**src/rtl/assert_macros.svh**
```systemverilog
// Assertion macros used by the top level of the block decoder.
`ifndef ASSERT_MACROS_SVH
`define ASSERT_MACROS_SVH

// Checks a property at every rising clock edge outside reset.
`define ASSERT_CLK(label, clk, rst, prop, msg) \
   label: assert property (@(posedge clk) disable iff (rst) prop) else $error(msg);

// Checks that a condition never holds at a rising clock edge outside reset.
`define ASSERT_NEVER(label, clk, rst, cond, msg) \
   `ASSERT_CLK(label, clk, rst, !(cond), msg)

`endif

```
**src/rtl/etc1bd_pkg.sv**
```systemverilog
// Types, constants and the intensity modifier table of the ETC1 block decoder.
`timescale 1ns / 1ps

package etc1bd_pkg;

   localparam int MaxImageDim       = 4096;
   localparam int QueueDepthDefault = 2;
   localparam int CsrAddrWidth      = 3;
   localparam logic [12:0] DimReset = 13'd4096;

   typedef enum logic {
      CSR_IMAGE_WIDTH  = 1'b0,
      CSR_IMAGE_HEIGHT = 1'b1
   } csr_index_type;

   typedef struct packed {
      logic [63:0] block_word;
      logic [9:0]  block_col;
      logic [9:0]  block_row;
   } req_type;

   typedef struct packed {
      logic [11:0] pixel_x;
      logic [11:0] pixel_y;
      logic [7:0]  red;
      logic [7:0]  green;
      logic [7:0]  blue;
      logic        last;
   } rsp_type;

   // One decoded block as it waits between front and back end.
   typedef struct packed {
      logic [1:0][2:0][7:0] base;       // [half][channel], expanded to 8 bits
      logic [1:0][2:0]      table_sel;  // intensity table row of each half
      logic                 flip;
      logic [15:0]          msb_bits;   // per-pixel modifier index, high bit
      logic [15:0]          lsb_bits;   // per-pixel modifier index, low bit
      logic [15:0]          pix_mask;   // pixels that lie inside the image
      logic [9:0]           block_col;
      logic [9:0]           block_row;
   } blk_type;

   typedef struct packed {
      logic full;
      logic not_empty;
   } q_stat_type;

   // Signed modifier for one pixel: the high index bit negates, the low one
   // picks the large magnitude.
   function automatic logic signed [8:0] mod_value(input logic [2:0] sel,
                                                   input logic msb,
                                                   input logic lsb);
      logic [7:0] mag;
      case (sel)
         3'd0: mag = lsb ? 8'd8   : 8'd2;
         3'd1: mag = lsb ? 8'd17  : 8'd5;
         3'd2: mag = lsb ? 8'd29  : 8'd9;
         3'd3: mag = lsb ? 8'd42  : 8'd13;
         3'd4: mag = lsb ? 8'd60  : 8'd18;
         3'd5: mag = lsb ? 8'd80  : 8'd24;
         3'd6: mag = lsb ? 8'd106 : 8'd33;
         3'd7: mag = lsb ? 8'd183 : 8'd47;
         default: mag = 8'd0;
      endcase
      mod_value = msb ? -$signed({1'b0, mag}) : $signed({1'b0, mag});
   endfunction

endpackage

```
**src/rtl/etc1bd_front.sv**
```systemverilog
// Front end: request handshake, block field decode and image-bounds mask.
`timescale 1ns / 1ps

module etc1bd_front (
   input  logic                   start,
   output logic                   busy,
   input  etc1bd_pkg::req_type    req_data,
   input  logic [12:0]            width_lim,
   input  logic [12:0]            height_lim,
   input  etc1bd_pkg::q_stat_type q_stat,
   output logic                   q_push,
   output etc1bd_pkg::blk_type    q_data
);
   import etc1bd_pkg::*;

   logic [7:0]           byte_k [8];
   logic                 diff_mode;
   logic [2:0][4:0]      diff_sum;
   logic [3:0]           col_ok;
   logic [3:0]           row_ok;

   always_comb begin
      for (int k = 0; k < 8; k++) begin
         byte_k[k] = req_data.block_word[63 - 8 * k -: 8];
      end
   end

   assign diff_mode = byte_k[3][1];

   always_comb begin
      for (int ch = 0; ch < 3; ch++) begin
         diff_sum[ch] = byte_k[ch][7:3] + {{2{byte_k[ch][2]}}, byte_k[ch][2:0]};
         if (diff_mode) begin
            q_data.base[0][ch] = {byte_k[ch][7:3], byte_k[ch][7:5]};
            q_data.base[1][ch] = {diff_sum[ch], diff_sum[ch][4:2]};
         end else begin
            q_data.base[0][ch] = {byte_k[ch][7:4], byte_k[ch][7:4]};
            q_data.base[1][ch] = {byte_k[ch][3:0], byte_k[ch][3:0]};
         end
      end
   end

   // Column-major pixel order: bit 4*x + y of the mask is pixel (x, y).
   always_comb begin
      for (int o = 0; o < 4; o++) begin
         col_ok[o] = {1'b0, req_data.block_col, 2'(o)} < width_lim;
         row_ok[o] = {1'b0, req_data.block_row, 2'(o)} < height_lim;
      end
      for (int p = 0; p < 16; p++) begin
         q_data.pix_mask[p] = col_ok[p / 4] & row_ok[p % 4];
      end
   end

   assign q_data.table_sel[0] = byte_k[3][7:5];
   assign q_data.table_sel[1] = byte_k[3][4:2];
   assign q_data.flip         = byte_k[3][0];
   assign q_data.msb_bits     = {byte_k[4], byte_k[5]};
   assign q_data.lsb_bits     = {byte_k[6], byte_k[7]};
   assign q_data.block_col    = req_data.block_col;
   assign q_data.block_row    = req_data.block_row;

   // A block with no pixel inside the image is taken and dropped here.
   assign busy   = q_stat.full;
   assign q_push = start && !q_stat.full && (q_data.pix_mask != 16'd0);

endmodule

```
**src/rtl/etc1bd_queue.sv**
```systemverilog
// Small FIFO of decoded blocks between the front and back ends.
`timescale 1ns / 1ps

module etc1bd_queue #(
   parameter int DEPTH = etc1bd_pkg::QueueDepthDefault
) (
   input  logic                    clock,
   input  logic                    reset,
   input  logic                    push,
   input  etc1bd_pkg::blk_type     push_data,
   input  logic                    pop,
   output etc1bd_pkg::blk_type     head_data,
   output etc1bd_pkg::q_stat_type  stat
);
   import etc1bd_pkg::*;

   localparam int PtrW = (DEPTH > 1) ? $clog2(DEPTH) : 1;
   localparam int CntW = $clog2(DEPTH + 1);

   blk_type         entry_ff [DEPTH];
   logic [PtrW-1:0] wr_ptr_ff, wr_ptr_in;
   logic [PtrW-1:0] rd_ptr_ff, rd_ptr_in;
   logic [CntW-1:0] count_ff, count_in;

   always_comb begin
      wr_ptr_in = wr_ptr_ff;
      rd_ptr_in = rd_ptr_ff;
      count_in  = count_ff;
      if (push) begin
         wr_ptr_in = (wr_ptr_ff == PtrW'(DEPTH - 1)) ? '0 : wr_ptr_ff + 1'b1;
      end
      if (pop) begin
         rd_ptr_in = (rd_ptr_ff == PtrW'(DEPTH - 1)) ? '0 : rd_ptr_ff + 1'b1;
      end
      if (push && !pop) begin
         count_in = count_ff + 1'b1;
      end else if (pop && !push) begin
         count_in = count_ff - 1'b1;
      end
   end

   always_ff @(posedge clock) begin
      if (reset) begin
         wr_ptr_ff <= '0;
         rd_ptr_ff <= '0;
         count_ff  <= '0;
      end else begin
         wr_ptr_ff <= wr_ptr_in;
         rd_ptr_ff <= rd_ptr_in;
         count_ff  <= count_in;
      end
   end

   always_ff @(posedge clock) begin
      if (push) begin
         entry_ff[wr_ptr_ff] <= push_data;
      end
   end

   assign head_data      = entry_ff[rd_ptr_ff];
   assign stat.full      = (count_ff == CntW'(DEPTH));
   assign stat.not_empty = (count_ff != '0);

endmodule

```
**src/rtl/etc1bd_back.sv**
```systemverilog
// Back end: walks the inside pixels of one block and emits one per cycle.
`timescale 1ns / 1ps

module etc1bd_back (
   input  logic                   clock,
   input  logic                   reset,
   input  etc1bd_pkg::q_stat_type q_stat,
   input  etc1bd_pkg::blk_type    q_head,
   output logic                   q_pop,
   output logic                   rsp_strobe,
   output etc1bd_pkg::rsp_type    rsp_data
);
   import etc1bd_pkg::*;

   function automatic logic [7:0] clamp_add(input logic [7:0] c,
                                            input logic signed [8:0] m);
      logic signed [9:0] s;
      s = $signed({2'b00, c}) + 10'(m);
      if (s < 0) begin
         clamp_add = 8'd0;
      end else if (s > 10'sd255) begin
         clamp_add = 8'd255;
      end else begin
         clamp_add = s[7:0];
      end
   endfunction

   blk_type           cur_ff, cur_in;
   logic [15:0]       rem_ff, rem_in;
   logic              strobe_ff;
   rsp_type           rsp_ff, rsp_in;
   logic              active;
   logic [3:0]        idx;
   logic [15:0]       rem_next;
   logic              is_last;
   logic              half;
   logic signed [8:0] mod;

   assign active = (rem_ff != 16'd0);

   // Lowest pending pixel goes next.
   always_comb begin
      idx = 4'd0;
      for (int p = 15; p >= 0; p--) begin
         if (rem_ff[p]) begin
            idx = 4'(p);
         end
      end
   end

   assign rem_next = rem_ff & ~(16'd1 << idx);
   assign is_last  = (rem_next == 16'd0);
   assign q_pop    = q_stat.not_empty && (!active || is_last);

   always_comb begin
      cur_in = cur_ff;
      rem_in = active ? rem_next : 16'd0;
      if (q_pop) begin
         cur_in = q_head;
         rem_in = q_head.pix_mask;
      end
   end

   always_comb begin
      half = cur_ff.flip ? idx[1] : idx[3];
      mod  = mod_value(cur_ff.table_sel[half], cur_ff.msb_bits[idx], cur_ff.lsb_bits[idx]);
      rsp_in.pixel_x = {cur_ff.block_col, idx[3:2]};
      rsp_in.pixel_y = {cur_ff.block_row, idx[1:0]};
      rsp_in.red     = clamp_add(cur_ff.base[half][0], mod);
      rsp_in.green   = clamp_add(cur_ff.base[half][1], mod);
      rsp_in.blue    = clamp_add(cur_ff.base[half][2], mod);
      rsp_in.last    = is_last;
   end

   always_ff @(posedge clock) begin
      if (reset) begin
         rem_ff    <= 16'd0;
         strobe_ff <= 1'b0;
      end else begin
         rem_ff    <= rem_in;
         strobe_ff <= active;
      end
   end

   always_ff @(posedge clock) begin
      cur_ff <= cur_in;
      if (active) begin
         rsp_ff <= rsp_in;
      end
   end

   assign rsp_strobe = strobe_ff;
   assign rsp_data   = rsp_ff;

endmodule

```
**src/rtl/etc1_block_decoder_unit.sv**
```systemverilog
// Top level of the ETC1 block decoder: register port, front end, queue, back end.
`timescale 1ns / 1ps
`include "assert_macros.svh"

// The ETC1 block decoder turns one 64-bit compressed block into its sixteen
// RGB888 pixels, column-major, and drops pixels outside the image size.
// A request is taken at a rising edge with start high and busy low; it carries
// the block word and the block column and row. A request whose pixels all lie
// outside the image is taken and yields nothing.
// Each pixel appears on rsp_data for exactly one cycle with rsp_strobe high,
// and last marks the final pixel of a block. The receiver cannot stall.
// An accepted block passes the queue, waiting there while the back end is
// busy, then the back end's block register; each pixel is registered out.
// The back end emits one pixel per cycle; queued blocks follow with no gap.
// The queue lets the front end take new requests while the back end works;
// busy is high while it is full. Image width and height sit at byte addresses
// 0 and 4 of the register port and reset to 4096; the user must write them
// only while idle, which the block does not enforce. Values above 4096 act
// as 4096 and zero hides every pixel. Reset empties the queue and back end.
module etc1_block_decoder_unit #(
   parameter int QUEUE_DEPTH = etc1bd_pkg::QueueDepthDefault
) (
   input  logic                                clock,
   input  logic                                reset,
   input  logic                                start,
   output logic                                busy,
   input  etc1bd_pkg::req_type                 req_data,
   output logic                                rsp_strobe,
   output etc1bd_pkg::rsp_type                 rsp_data,
   input  logic                                psel,
   input  logic                                penable,
   input  logic                                pwrite,
   input  logic [etc1bd_pkg::CsrAddrWidth-1:0] paddr,
   input  logic [31:0]                         pwdata,
   output logic [31:0]                         prdata,
   output logic                                pready
);
   import etc1bd_pkg::*;

   logic [12:0]   width_ff, width_in;
   logic [12:0]   height_ff, height_in;
   logic [12:0]   width_lim;
   logic [12:0]   height_lim;
   logic          csr_write;
   csr_index_type csr_index;
   q_stat_type    q_stat;
   logic          q_push;
   logic          q_pop;
   blk_type       q_in_data;
   blk_type       q_head;

   // Register port: zero wait states, one register per word.
   assign pready    = 1'b1;
   assign csr_write = psel && penable && pwrite;
   assign csr_index = csr_index_type'(paddr[2]);

   always_comb begin
      width_in  = width_ff;
      height_in = height_ff;
      if (csr_write) begin
         case (csr_index)
            CSR_IMAGE_WIDTH:  width_in  = pwdata[12:0];
            CSR_IMAGE_HEIGHT: height_in = pwdata[12:0];
            default: ;
         endcase
      end
   end

   always_ff @(posedge clock) begin
      if (reset) begin
         width_ff  <= DimReset;
         height_ff <= DimReset;
      end else begin
         width_ff  <= width_in;
         height_ff <= height_in;
      end
   end

   always_comb begin
      case (csr_index)
         CSR_IMAGE_WIDTH:  prdata = {19'd0, width_ff};
         CSR_IMAGE_HEIGHT: prdata = {19'd0, height_ff};
         default:          prdata = 32'd0;
      endcase
   end

   // Sizes above the supported maximum behave as the maximum.
   assign width_lim  = (int'(width_ff) > MaxImageDim) ? 13'(MaxImageDim) : width_ff;
   assign height_lim = (int'(height_ff) > MaxImageDim) ? 13'(MaxImageDim) : height_ff;

   etc1bd_front u_front (
      .start      (start),
      .busy       (busy),
      .req_data   (req_data),
      .width_lim  (width_lim),
      .height_lim (height_lim),
      .q_stat     (q_stat),
      .q_push     (q_push),
      .q_data     (q_in_data)
   );

   etc1bd_queue #(
      .DEPTH (QUEUE_DEPTH)
   ) u_queue (
      .clock     (clock),
      .reset     (reset),
      .push      (q_push),
      .push_data (q_in_data),
      .pop       (q_pop),
      .head_data (q_head),
      .stat      (q_stat)
   );

   etc1bd_back u_back (
      .clock      (clock),
      .reset      (reset),
      .q_stat     (q_stat),
      .q_head     (q_head),
      .q_pop      (q_pop),
      .rsp_strobe (rsp_strobe),
      .rsp_data   (rsp_data)
   );

   // The queue is never written while full nor read while empty, and it only
   // fills up through a write.
   `ASSERT_NEVER(a_push_full, clock, reset, q_push && q_stat.full, "push into full queue")
   `ASSERT_NEVER(a_pop_empty, clock, reset, q_pop && !q_stat.not_empty, "pop from empty queue")
   `ASSERT_CLK(a_busy_rise, clock, reset, $rose(busy) |-> $past(q_push), "busy rose without push")

endmodule

```
**config.mk**
```make
export PLATFORM = sky130hd
export DESIGN_NAME = etc1_block_decoder_unit
export DESIGN_NICKNAME = d
export VERILOG_FILES = /design/src/rtl/etc1bd_pkg.sv /design/src/rtl/etc1bd_front.sv /design/src/rtl/etc1bd_queue.sv /design/src/rtl/etc1bd_back.sv /design/src/rtl/etc1_block_decoder_unit.sv
export VERILOG_INCLUDE_DIRS = /design/src /design/src/rtl
export SDC_FILE = /design/constraint.sdc
export NUM_CORES = 1
export LEC_CHECK = 0
export ABC_AREA = 1
export BUFFER_PORTS_ARGS = -buffer_cell sky130_fd_sc_hd__buf_2
export CORE_ASPECT_RATIO = 1.75
export CORE_MARGIN = 10
export CORE_UTILIZATION = 55
export CTS_CLUSTER_DIAMETER = 60
export DETAILED_ROUTE_END_ITERATION = 12
export GPL_TIMING_DRIVEN = 0
export HOLD_SLACK_MARGIN = 0.05
export PLACE_DENSITY = 0.75
export SLEW_MARGIN = 40
export SYNTH_ARGS = -nofsm -noshare
export SYNTH_HDL_FRONTEND = slang
export SYNTH_SLANG_ARGS = --single-unit
```
**constraint.sdc**
```tcl
create_clock -name clock -period 15.9 [get_ports clock]
set_clock_uncertainty 0.2 [all_clocks]
set_input_delay 1.59 -clock clock [delete_from_list [all_inputs] [get_ports clock]]
set_output_delay 1.59 -clock clock [all_outputs]
set_load 0.05 [all_outputs]
```
# Word level (Yosys, flattened, before mapping)
# Memory sizes are Yosys's and may differ from the RTL's. A register that Yosys moved wholly into a read port is not among the register bits.
# Cells that the tools add are included.
# word_totals
register_bits,203
ram_bits,246
in_bits,125
output_inout_bits,84
elab_cells,161
memories,1
# mem_list
name,words,width,rd,rd_ports_with_merged_regs,wr,line,text
u_queue.entry_ff,2,123,1,1,1,etc1bd_queue.sv:20,blk_type entry_ff [DEPTH];
# op_classes
add_sub_neg,11
order_cmp,18
eq_ne,8
shift,1
muxes,57
n_bitwise,19
reduce_logical,20
# op_table
cell,n
< comparator 12 x 13 -> 1 bit,8
two-way mux 4 bit,20
one-hot mux 32 bit (2 select lines),1
one-hot mux 8 bit (8 select lines),1
two-way mux 8 bit,7
two-way mux 24 bit,2
two-way mux 16 bit,2
nonzero test 16 bit,2
adder 9 x 9 -> 10 bit,3
greater-than comparator 10 x 9 -> 1 bit (second input constant),3
< comparator 10 x 1 -> 1 bit (second input constant),3
greater-than comparator 13 bit (second input constant),2
two-way mux 13 bit,2
AND 1 bit,16
AND 16 bit,1
zero test 16 bit,1
inverter 16 bit,1
<< shifter 1 x 4 -> 16 bit (first input constant),1
adder 5 bit,3
two-way mux 7 bit,2
equality test 3 bit (second input constant),4
two-way mux 6 bit,2
two-way mux 5 bit,2
two-way mux 1 bit,9
20 further kinds,36

# Depth between registers and ports, before layout
# logic_depth
ltp_word,26
mapped_depth,43
mapped_depth_nobuf,43

# Modules after synthesis
# Synthesis repeated with hierarchy kept, for this count alone.
# unflattened
cells_unflattened,1718
hier_area_um2,21187.8
# modules_own_cells
module,instances,cells_per_inst,area_per_inst_um2,seq_area_each_um2
etc1bd_queue,1,416,9391.5,7487.2
etc1bd_back,1,676,7997.7,5024.8
etc1bd_front,1,381,2204.6,0.0
etc1_block_decoder_unit,1,245,1594.0,520.5

# Worst setup path before layout
# OpenSTA, ideal clock, no wires.
# synth_timing
path_kind,in2reg
start,input req_data[2] (netlist bit)
end,memory u_queue.entry_ff[1][0] (netlist bit) (enable)
setup_time_ns,0.608
arrival_ns,7.856
required_time_ns,15.092
slack_ns,7.236
cell_stages,9
n_path_buf,0
cell_sequence,ha_1 a21o_1 a31oi_1 nand3_1 nand2_1 o221ai_1 nor2_1 nand2_1 nor2_1
# synth_via
elab_chain_len,6
word_cells_on_any_way,24
classes_between,order compare (4); mux (2); bitwise (16); reduce/logical (2)
# synth_lines
element,line,text
"start, declared",etc1_block_decoder_unit.sv:27,"input etc1bd_pkg::req_type req_data,"
< comparator 12 x 13 -> 1 bit,etc1bd_front.sv:47,"row_ok[o] = {1'b0, req_data.block_row, 2'(o)} < height_lim;"
AND 1 bit,etc1bd_front.sv:50,q_data.pix_mask[p] = col_ok[p / 4] & row_ok[p % 4];
nonzero test 16 bit *,etc1bd_front.sv:64,assign q_push = start && !q_stat.full && (q_data.pix_mask != 16'd0);
logical AND 1 bit *,etc1bd_front.sv:64,
two-way mux 1 bit *,etc1bd_queue.sv:55,if (push) begin
two-way mux 1 bit (not written as such) *,etc1bd_queue.sv:56,entry_ff[wr_ptr_ff] <= push_data;
"end, declared",etc1bd_queue.sv:20,
# Every way passes the cells marked *; elsewhere a longest branch is shown, timed or not.

# Final worst setup path
# layout_timing
start,register u_back.rem_ff[15]
end,register u_back.rsp_ff (netlist bit u_back.rsp_data[5]) (data pin)
# layout_via
elab_chain_len,26
word_cells_on_any_way,48
classes_between,add/sub (2); order compare (2); eq/ne (7); mux (36); reduce/logical (1)
# layout_lines
element,line,text
"start, declared",etc1bd_back.sv:29,"logic [15:0] rem_ff, rem_in;"
"start signal, assigned",etc1bd_back.sv:80,rem_ff <= rem_in;
two-way mux 4 bit * (16 in a row),etc1bd_back.sv:45,if (rem_ff[p]) begin
via u_back.idx[1],etc1bd_back.sv:33,logic [3:0] idx;
branches (longest 7 deep; another with negator 8 -> 9 bit),--,
adder 9 x 9 -> 10 bit *,etc1bd_back.sv:18,"s = $signed({2'b00, c}) + 10'(m);"
greater-than comparator 10 x 9 -> 1 bit,etc1bd_back.sv:21,end else if (s > 10'sd255) begin
two-way mux 8 bit,etc1bd_back.sv:21,
"end signal, assigned",etc1bd_back.sv:88,rsp_ff <= rsp_in;
"end, declared",etc1bd_back.sv:31,"rsp_type rsp_ff, rsp_in;"
# Mark *: on every way through the listed nets, which the timed path passes. The select of a mux whose other input is x is not followed.
# A chain may end at the register's enable or synchronous reset.

==> impl_metrics.ini <==
[cells_and_area]
fillers = 2715
layout.cells.non_filler = 2577
utilization_pct = 64.5
layout_common_cells = nand2_1, edfxtp_1, buf_2
area_growth_syn_to_layout_pct = 15.6
layout_commonest_cell = nand2_1
layout.nets = 2264
layout-drive-gt1-share_pct = 18.2

[timing]
max-slew-margin-rel_pct = 40.7
slew_viol_final = 0
hold_viol = 0
grt_setup_unrepaired = no
finalCriticalPeriod_ps = 6060
timing.fmax_ghz = 0.165
worst_pin_slew_ps = 882
min_period_over_period_pct = 38.1
fin_hold_ws_ps = 222
setup_viol = 0
setup_tns_ps = 0

[clocking]
cts_hold_buf = 0
post-cts-setup-buffers = 0
htreeDepth = 2
cts_sinks = 450
cts.path.max_buffers = 3
root_buffer = clkbuf_16
post_cts_resized = 0
cts_tree = done
clk_latency_ps = 540
cts_buffers = 39
clk_pin_slew_ps = 70

[setup_path]
worst_ep_required_time_ps = 16120
arrival_ps = 6280
slowest_stage = a21boi_0
path_class = register to register
r2r_setup_slack_ps = 9840
end_kind = register
startpoint_type = register
cpPeakStageDelay_ps = 710
crit_fanout = 10
crit_top_cell = nand3_1

[detailed_routing]
dr.pass1.iters = 7
vias = 13500
routed_wl_mm = 44.8
first_iter_violations = 842
viasPerCell = 5.23
routedWlPerCell_um = 17.4
antenna_left = 0
drc = 0

[hold_path]
hp-class = register to register

[synthesis]
syn-cell-area_um2 = 20100
ys_seq_area_share_pct = 64.8
ys_seq_elements = 450
synth_ff_type = edfxtp_1
async_flop_share_pct = 0
synth-edff-count = 402
synthCells = 1831
synth_cell_types = 48
ys.warnings.count = 0
syn_avg_cell_area_um2 = 11.0

[floorplan]
initial_core_util_pct = 55.8
rows = 92
io_pins = 209
fp.dieH_um = 273
die_w_um = 165
core-area_um2 = 36000
die_area_um2 = 44900

[placed_design]
portBuffers = 167
dp.cells = 2502
dpl.hpwl_mm = 34.4
globalplace.congestion = 0.921

[global_route]
antenna_found_initial = 3
grt_start_max_net_pins = 77
track_usage_pct = 19.9
grt_overflow_total = 0
first_global_vias = 13800
grt_pass1_wl_mm = 70.2

[outcome]
status = finished, final reports clean

[run]
maxCapViolations = 0
[cells by family after synthesis]
group                      Yosys count  share of synthesized area, %
buffers and inverters              232                          4.93
DFF                                450                          64.8
xor gates and xnor gates            28                          1.22
and+or+nand+nor                    825                          17.6
muxes                               23                          1.29
other                                2                        0.0373
AOI/OAI and AO/OA                  205                          5.84
adders and majority gates           66                          4.33
[cell type report]
type / instances / area, um^2 / area share (%)
Antenna cell: 4 / 10.0 / 0.0431
Buffer: 73 / 390 / 1.68
Clock buffer: 45 / 1030 / 4.43
Clock inverter: 26 / 235 / 1.01
Inverter: 159 / 609 / 2.62
Multi-Input combinational cell: 1167 / 6180 / 26.6
Sequential cell: 450 / 13000 / 56.1
Tap cell: 470 / 588 / 2.53
Timing Repair Buffer: 183 / 1180 / 5.06
[cell usage after synthesis (5+ instances only)]
cell      number  area [um^2]
buf_1          6         22.5
nand3b_1       8         60.1
nor4_1         6         37.5
edfxtp_1     402        12100
fa_1           6          120
xor2_1        13          114
a21oi_1       53          265
nand3_1       62          310
xnor2_1       15          131
nand4_1       12         75.1
nor3_1         7         35.0
o21ai_2       15          131
nand2_1      568         2130
buf_4         22          165
ha_1          60          751
nand2_4       11          124
o21ai_1       20          100
nand2_2       15         93.8
dfxtp_1       48          961
inv_1        147          552
o21bai_1       6         45.0
clkbuf_1      39          146
inv_2          9         33.8
nand3_4        6          105
nor2_2        16          100
nor2_1       109          409
a31oi_1        5         31.3
o21ai_0       89          445
mux2_2        23          259
[layer usage]
layer | global-route usage (%) | up-vias | routed length [um]
li1 | - | 6641 | -
met1 | 19.2 | 6291 | 14700
met2 | 39.3 | 430 | 25700
met3 | 3.36 | 116 | 2470
met4 | 9.00 | 0 | 1910
met5 | 0 | - | 0
[registers in the layout, summed over array words and instances, names as in the netlist, named ones only]
| signal | count |
|---|---|
| u_queue.rd_ptr_ff | 1 |
| u_back.rsp_strobe | 1 |
| u_back.cur_ff | 107 |
| u_queue.count_ff | 2 |
| height_ff | 13 |
| u_back.rsp_data | 49 |
| u_queue.wr_ptr_ff | 1 |
| width_ff | 13 |
| u_back.rem_ff | 16 |
| u_queue.entry_ff | 246 |
[worst paths after layout]
kind / from / endpoint / cells past startpoint
max: u_back.rem_ff[15]$_SDFF_PP0_ / u_back.rsp_data[5]$_SDFFCE_PN0P_ / 33
min: u_back.cur_ff[4]$_DFFE_PP_ / u_back.rsp_data[31]$_DFFE_PP_ / 0
max reg2reg: u_back.rem_ff[15]$_SDFF_PP0_ / u_back.rsp_data[5]$_SDFFCE_PN0P_ / 33
min reg2reg: u_back.cur_ff[4]$_DFFE_PP_ / u_back.rsp_data[31]$_DFFE_PP_ / 0
[worst max-delay path, delay by kind of cell, from the launching register on]
kind | cells | cell delay, ps
flops | 1 | 350
buf+inv | 3 | 170
compound gates | 6 | 1890
fa+ha+maj | 2 | 640
simple gates | 22 | 2680
[through the flow]
| stage | area, um^2 | worst slack (ps) |
|---|---|---|
| floorplan | 20200 | 7240 |
| global placement | 21600 | 4180 |
| detailed placement | 22000 | 9960 |
| CTS | 23200 | 9860 |
| global route | 23200 | 9300 |
| finish | 23300 | 9840 |
Power is not shown: default switching activity piles up to over one toggle a cycle in this logic, so the estimate is an artifact.
